**src/rtl/srtdc_pkg.sv**
```systemverilog
// Shared types, constants and helpers for the sorted relocation table delta coder.
`timescale 1ns / 1ps
`default_nettype none
package srtdc_pkg;

   localparam int TABLE_DEPTH_DEF = 1024;

   localparam int ADDR_W    = 32;
   localparam int IDX_W     = 30;
   localparam int MODE_W    = 8;
   localparam int ENTRY_W   = IDX_W + MODE_W;
   localparam int STATUS_W  = 2;
   localparam int TAG_W     = 8;
   localparam int NBYTES_W  = 3;
   localparam int COUNT_W   = 11;
   localparam int SECTION_W = 13;

   localparam int REQ_TDATA_W = 40;
   localparam int RSP_TDATA_W = 72;

   // rsp_tdata field offsets
   localparam int RSP_STATUS_LSB  = 0;
   localparam int RSP_TAG_LSB     = RSP_STATUS_LSB + STATUS_W;
   localparam int RSP_DELTA_LSB   = RSP_TAG_LSB + TAG_W;
   localparam int RSP_NBYTES_LSB  = RSP_DELTA_LSB + IDX_W;
   localparam int RSP_COUNT_LSB   = RSP_NBYTES_LSB + NBYTES_W;
   localparam int RSP_SECTION_LSB = RSP_COUNT_LSB + COUNT_W;
   localparam int RSP_USED_W      = RSP_SECTION_LSB + SECTION_W;

   localparam int TREE_RADIX_LOG = 4;
   localparam int TREE_RADIX     = 1 << TREE_RADIX_LOG;

   localparam logic [IDX_W-1:0]     ONE_BYTE_LIMIT = 30'd256;
   localparam logic [IDX_W-1:0]     TWO_BYTE_LIMIT = 30'd65536;
   localparam logic [SECTION_W-1:0] SECTION_RESET  = 13'd4;

   typedef enum logic [1:0] {
      CMD_INSERT = 2'd0,
      CMD_READ   = 2'd1,
      CMD_REWIND = 2'd2
   } cmd_type;

   typedef enum logic [STATUS_W-1:0] {
      STATUS_OK         = 2'd0,
      STATUS_MISALIGNED = 2'd1,
      STATUS_FULL       = 2'd2,
      STATUS_NO_RECORD  = 2'd3
   } status_type;

   typedef enum logic [1:0] {
      ST_IDLE,
      ST_EXEC,
      ST_LOOKUP,
      ST_FINISH
   } state_type;

   typedef struct packed {
      logic              insert_en;
      logic [IDX_W-1:0]  idx;
      logic [MODE_W-1:0] mode;
   } bcast_type;

   function automatic int tree_levels(input int depth);
      int lv;
      lv = ($clog2(depth) + TREE_RADIX_LOG - 1) / TREE_RADIX_LOG;
      return (lv < 1) ? 1 : lv;
   endfunction

   function automatic logic [MODE_W-1:0] mode_code(input logic undef, input logic absl);
      logic [MODE_W-1:0] code;
      case ({absl, undef})
         2'b10:   code = 8'd0;
         2'b11:   code = 8'd1;
         2'b00:   code = 8'd255;
         default: code = 8'd2;
      endcase
      return code;
   endfunction

endpackage
`default_nettype wire

```
**src/rtl/srtdc_cell.sv**
```systemverilog
// One table cell: holds one sorted entry and shifts it up on an insert below it.
`timescale 1ns / 1ps
`default_nettype none
module srtdc_cell #(
   parameter int INDEX = 0,
   parameter int CW    = 11
) (
   input  wire                                clock,
   input  wire  srtdc_pkg::bcast_type         bcast,
   input  wire  [CW-1:0]                      total,
   input  wire  [CW-1:0]                      read_pos,
   input  wire                                prev_greater,
   input  wire  [srtdc_pkg::IDX_W-1:0]        prev_word,
   input  wire  [srtdc_pkg::MODE_W-1:0]       prev_mode,
   output logic                               greater,
   output logic [srtdc_pkg::IDX_W-1:0]        word,
   output logic [srtdc_pkg::MODE_W-1:0]       mode,
   output logic [srtdc_pkg::ENTRY_W-1:0]      rd_data
);

   logic [srtdc_pkg::IDX_W-1:0]  word_ff;
   logic [srtdc_pkg::MODE_W-1:0] mode_ff;
   logic                         occupied_w;
   logic                         tail_w;
   logic                         load_new_w;
   logic                         shift_w;

   assign occupied_w = CW'(INDEX) < total;
   assign tail_w     = total == CW'(INDEX);
   assign greater    = occupied_w && (bcast.idx < word_ff);
   assign load_new_w = bcast.insert_en && (greater || tail_w) && !prev_greater;
   assign shift_w    = bcast.insert_en && prev_greater;

   always_ff @(posedge clock) begin
      if (shift_w) begin
         word_ff <= prev_word;
         mode_ff <= prev_mode;
      end else if (load_new_w) begin
         word_ff <= bcast.idx;
         mode_ff <= bcast.mode;
      end
   end

   assign word    = word_ff;
   assign mode    = mode_ff;
   assign rd_data = (read_pos == CW'(INDEX)) ? {mode_ff, word_ff} : '0;

endmodule
`default_nettype wire

```
**config.mk**
```make
export PLATFORM = sky130hd
export DESIGN_NAME = srtdc_cell
export DESIGN_NICKNAME = d
export VERILOG_FILES = /design/src/rtl/srtdc_pkg.sv /design/src/rtl/srtdc_cell.sv
export SDC_FILE = /design/constraint.sdc
export NUM_CORES = 1
export LEC_CHECK = 0
export BUFFER_PORTS_ARGS = -buffer_cell sky130_fd_sc_hd__buf_2
export CAP_MARGIN = 15
export CORE_AREA = 2 2 83 85
export CTS_BUF_LIST = sky130_fd_sc_hd__clkbuf_16
export CTS_CLUSTER_SIZE = 30
export DETAILED_ROUTE_END_ITERATION = 10
export DIE_AREA = 0 0 85 87
export HOLD_SLACK_MARGIN = 0.05
export PLACE_DENSITY_LB_ADDON = 0.3
export SYNTH_ARGS = -nofsm -noshare
export SYNTH_HDL_FRONTEND = slang
export SYNTH_SLANG_ARGS = --single-unit
```
**constraint.sdc**
```tcl
create_clock -name clock -period 5.7 [get_ports clock]
set_input_delay 1.425 -clock clock [delete_from_list [all_inputs] [get_ports clock]]
set_output_delay 1.425 -clock clock [all_outputs]
set_load 0.03 [all_outputs]
```
Word-level counts from Yosys, hierarchy flattened
Cells that the tools add are included.

$lt $le $gt $ge: 2. Muxes and demuxes: 5. Reductions and logical operators: 9.

Operators by type and width (number): 30-bit two-way mux (2); 38-bit two-way mux (1); 30-bit less-than comparator (1); 11-bit zero test (2); 8-bit two-way mux (2); 1-bit by 11-bit less-than comparator with 1-bit output (first input constant) (1); 1-bit logical AND (4); 2-bit nonzero test (1); 1-bit zero test (1); 1-bit logical OR (1).

Bits in registers: 38. Bits of input ports: 101. Output and inout port bits: 77. Logic and storage cells: 18.

Logic depth before layout (Yosys ltp)
Depth after elaboration: 7. Gate-level depth with buffers: 7. Mapped depth without buffers: 7.

Worst setup path after synthesis
No wires, ideal clock.

Path kind: in2reg. Start point: in bcast[33] (netlist name). End point: reg mode_ff, in the netlist mode[0] (enable). Setup time: 0.437 ns. Arrival: 4.174 ns. Required time: 5.263 ns. Setup slack: 1.089 ns. Stages on the path: 6. Path buffers: 0. Cells stage by stage: ha_1 > nand4_2 > nor3_2 > a2111oi_4 > o211ai_1 > a221oi_2.

Word-level cells in the longest chain between the ends: 6.

RTL lines: start, declared (RTL line srtdc_cell.sv:9) `input wire srtdc_pkg::bcast_type bcast,`; 30-bit less-than comparator (RTL line srtdc_cell.sv:30) `assign greater = occupied_w && (bcast.idx < word_ff);`; 1-bit logical AND (RTL line srtdc_cell.sv:30); 1-bit logical OR (RTL line srtdc_cell.sv:31) `assign load_new_w = bcast.insert_en && (greater || tail_w) && !prev_greater;`; 1-bit logical AND (2 in series) (RTL line srtdc_cell.sv:31); 2-bit nonzero test (no source line); end signal, assigned (RTL line srtdc_cell.sv:37) `mode_ff <= prev_mode;`; end signal, assigned (RTL line srtdc_cell.sv:40) `mode_ff <= bcast.mode;`; end, declared (RTL line srtdc_cell.sv:22) `logic [srtdc_pkg::MODE_W-1:0] mode_ff;`.

Every way passes these cells. A chain may end at the register's enable or synchronous reset.

Worst setup path after layout
Start point: in read_pos[2]. End point: out rd_data[1] (netlist name).

Word-level cells in the longest chain between the ends: 2.

RTL lines: start, declared (RTL line srtdc_cell.sv:11) `input wire [CW-1:0] read_pos,`; 11-bit zero test (RTL line srtdc_cell.sv:46) `assign rd_data = (read_pos == CW'(INDEX)) ? {mode_ff, word_ff} : '0;`; 38-bit two-way mux (RTL line srtdc_cell.sv:46); end, declared (RTL line srtdc_cell.sv:18) `output logic [srtdc_pkg::ENTRY_W-1:0] rd_data`.

Every way passes these cells.

==> PnR_summary.wiki <==
{| class="wikitable"
! Metric !! Value
|-
| Result of the run || finished clean
|-
| Post-CTS sizing || 0
|-
| Cell Area, Synth || ~2700 um2
|-
| P&R area growth vs syn || 42.5%
|-
| Met1 Resource Use GR || 0.211
|-
| GR Util met3 || 0.0360
|-
| Floorplan die height || between 80 and 90 um
|-
| Number of failing hold endpoints at the final stage || 0
|-
| Top library cells by usage in the layout, fill and taps aside || buf_2 (177), and2_1 (39), mux2_2 (38), edfxtp_1 (38), inv_1 (30)
|-
| DP Wirelength || ~5500 um
|-
| Register-to-Register Setup Slack || between 2000 and 3000 ps
|-
| CTS H-Tree Depth || 2
|-
| Post-synthesis sequential element count || 38
|-
| Clock Tree Buf Depth || 2
|-
| Termination of the worst setup path || rd_data[1]
|-
| Arrival @ worst endpoint || between 3000 and 4000 ps
|-
| Leakage || about 2 nW
|-
| Total number of yosys warnings || 0
|-
| Ratio of final minimum period to clock period || 0.823
|-
| Synthesized instance count || 240
|-
| Capture instance of the worst register-to-register path || word[1]
|-
| Fin crit period || between 4000 and 5000 ps
|-
| Total Die Area || 7400 um2
|-
| Critical hold path startpoint || word[21]
|-
| Buffers inserted by post-CTS timing repair || 0
|-
| Ratio of cells with drive above 1 in the final layout || 0.557
|-
| IO Port Bufs || 177
|-
| Pwr/cell area || around 230 nW/um2
|-
| Initial standard-cell utilization of the core || 0.411
|-
| Sort of element at the end of the critical path || primary output
|-
| Sink Count || 38
|-
| Max Cap Viol || 0
|-
| Average size of a mapped cell || between 10 and 15 um2
|-
| Number of buffers created by CTS || 5
|-
| Standard-cell rows || 30
|-
| RR Startpoint || word[15]
|-
| Clock tree from TritonCTS || done
|-
| Classification of the worst setup path || input pin to primary output
|-
| Routed vias || around 2400
|-
| Pin slew with the least headroom to its limit || 941 ps
|-
| Global-route wire length before repair || around 11000 um
|-
| I/O pin count || between 150 and 200
|-
| Total of fill cells in the finished design || 590
|-
| Setup TNS Final || 0 ps
|-
| Hold buffers post-CTS || 0
|-
| Top achievable clock speed || 213 MHz
|-
| Unrepaired setup endpoints after global routing || no
|-
| Hold_ws || between 1000 and 1500 ps
|-
| Root buffer selected by CTS || clkbuf_16
|-
| Layout net count || between 500 and 600
|-
| Pin count of the biggest net entering global routing || 39
|-
| Final antenna-violating net count || 0
|-
| Crit start category || input pin
|-
| Final Slew Violations || 0
|-
| Path depth of the worst reg2reg path || 8
|-
| Final number of setup-violating endpoints || 0
|-
| Via count of the first global-routing pass || around 2400
|-
| Routed wirelength normalized by instance count || between 10 and 15 um
|-
| Global route hottest layer || met2
|-
| Count of different cell masters after synthesis || 28
|-
| Worst Path Required || roughly 4300 ps
|-
| Global-route congestion overflow total || 0
|-
| Max-slew headroom at the worst pin || 0.370
|-
| Clock edge transition at the registers on the reported setup and hold paths || about 60 ps
|-
| Maximum fanout along the worst path || 20
|-
| Initial detailed-routing violation count || 56
|-
| Launching instance or port of the critical path || read_pos[2]
|-
| GR met2 Demand/Resource || 0.339
|-
| Number of DRC violations after detailed routing || 0
|-
| Worst clock skew on the final layout || 5.10 ps
|-
| Drt via density || around 4.9
|-
| Largest voltage drop on the vdd net || 0.108 mV
|-
| Area of the placeable core || around 6600 um2
|-
| Weighted congestion at the end of routability-driven global placement || roughly 0.76
|-
| Antenna violations before repair || 0
|-
| Die width || ~85 um
|-
| Total nets after synthesis || 370
|-
| Total power after layout || approximately 0.88 mW
|-
| Drt first pass iters || 4
|-
| Sequential-to-total area share from yosys stat || 0.422
|-
| Path category of the worst min-delay check || flop to flop
|-
| Overall Global Routing Usage || 0.182
|-
| N_diodes || 0
|-
| Leading cell type in the layout, fill and taps excluded || buf_2
|-
| Worst skew pair latency || approximately 280 ps
|-
| Sum of routed wire length over all layers || 6840 um
|}
cell type report:
class | count | area, um2 | area share
tap | 80 | 100 | 0.0260
inverter | 30 | 113 | 0.0292
clock inverter | 3 | 45.0 | 0.0117
sequential | 38 | 1140 | 0.296
clock buffer | 5 | 125 | 0.0325
timing repair buffer | 180 | 908 | 0.236
multi-input combinational | 164 | 1420 | 0.368
cells by family after synthesis:
family          count (synthesis)  synth area share
simple gates                   71             0.158
flops                          38             0.422
buf+inv                        38            0.0616
compound gates                 26            0.0653
fa+ha+maj                      29             0.134
mux                            38             0.158
metrics by stage:
step | instances | utilization | setup slack [ps] | area (um2)
floorplan | 240 | - | 1090 | 2700
global placement | 492 | 0.560 | 1060 | 3680
detailed placement | 492 | 0.560 | 978 | 3680
CTS | 500 | 0.586 | 972 | 3850
global route | 500 | 0.586 | 803 | 3850
finish | 500 | 0.586 | 1010 | 3850
registers in the layout, indices dropped and copies added, names as in the netlist:
name,cells
mode,8
word,30
synthesized netlist by cell type (all sizes together):
| library cell | n | area share |
|---|---|---|
| nand2b | 1 | 0.0023 |
| nand2 | 11 | 0.015 |
| nand4 | 5 | 0.016 |
| and3 | 1 | 0.0023 |
| o21ai | 6 | 0.011 |
| inv | 30 | 0.042 |
| a21oi | 14 | 0.026 |
| and2 | 39 | 0.090 |
| nor4 | 6 | 0.016 |
| buf | 7 | 0.019 |
| nor2 | 5 | 0.0069 |
| and4 | 1 | 0.0032 |
| clkbuf | 1 | 0.0014 |
| a2111oi | 1 | 0.010 |
| ha | 29 | 0.13 |
| edfxtp | 38 | 0.42 |
| a211oi | 2 | 0.0056 |
| nor3 | 2 | 0.0056 |
| o211ai | 1 | 0.0028 |
| a221oi | 1 | 0.0056 |
| o221a | 1 | 0.0042 |
| mux2 | 38 | 0.16 |
worst max-delay path, cell delays in order:
cell and delay (ps):
buf_2 90, nor4_1 270, nand2_1 130, nor4_4 640, buf_4 350, and2_1 150
buf_2 190
routing by layer:
| layer | vias to the layer above | share of wire |
|---|---|---|
| met5 | - | 0 |
| met4 | 0 | 0.010 |
| met3 | 6 | 0.056 |
| met2 | 95 | 0.52 |
| met1 | 1114 | 0.41 |
| li1 | 1213 | - |
where the power goes:
part / switching (mW) / internal, mW
clock: 0.114 / 0.206
combinational: 0.123 / 0.0895
sequential: 0.0137 / 0.338
total: 0.251 / 0.634
how the worst min path moves through the flow:
| stage | endpoint | depth (start not counted) |
|---|---|---|
| floorplan | mode[0] | 5 |
| detailed placement | word[19] | 7 |
| finish | word[12] | 7 |
| global route | word[17] | 5 |
| global placement | word[19] | 5 |
| CTS | word[12] | 7 |
No activity file was read; power rests on OpenSTA's default activity.
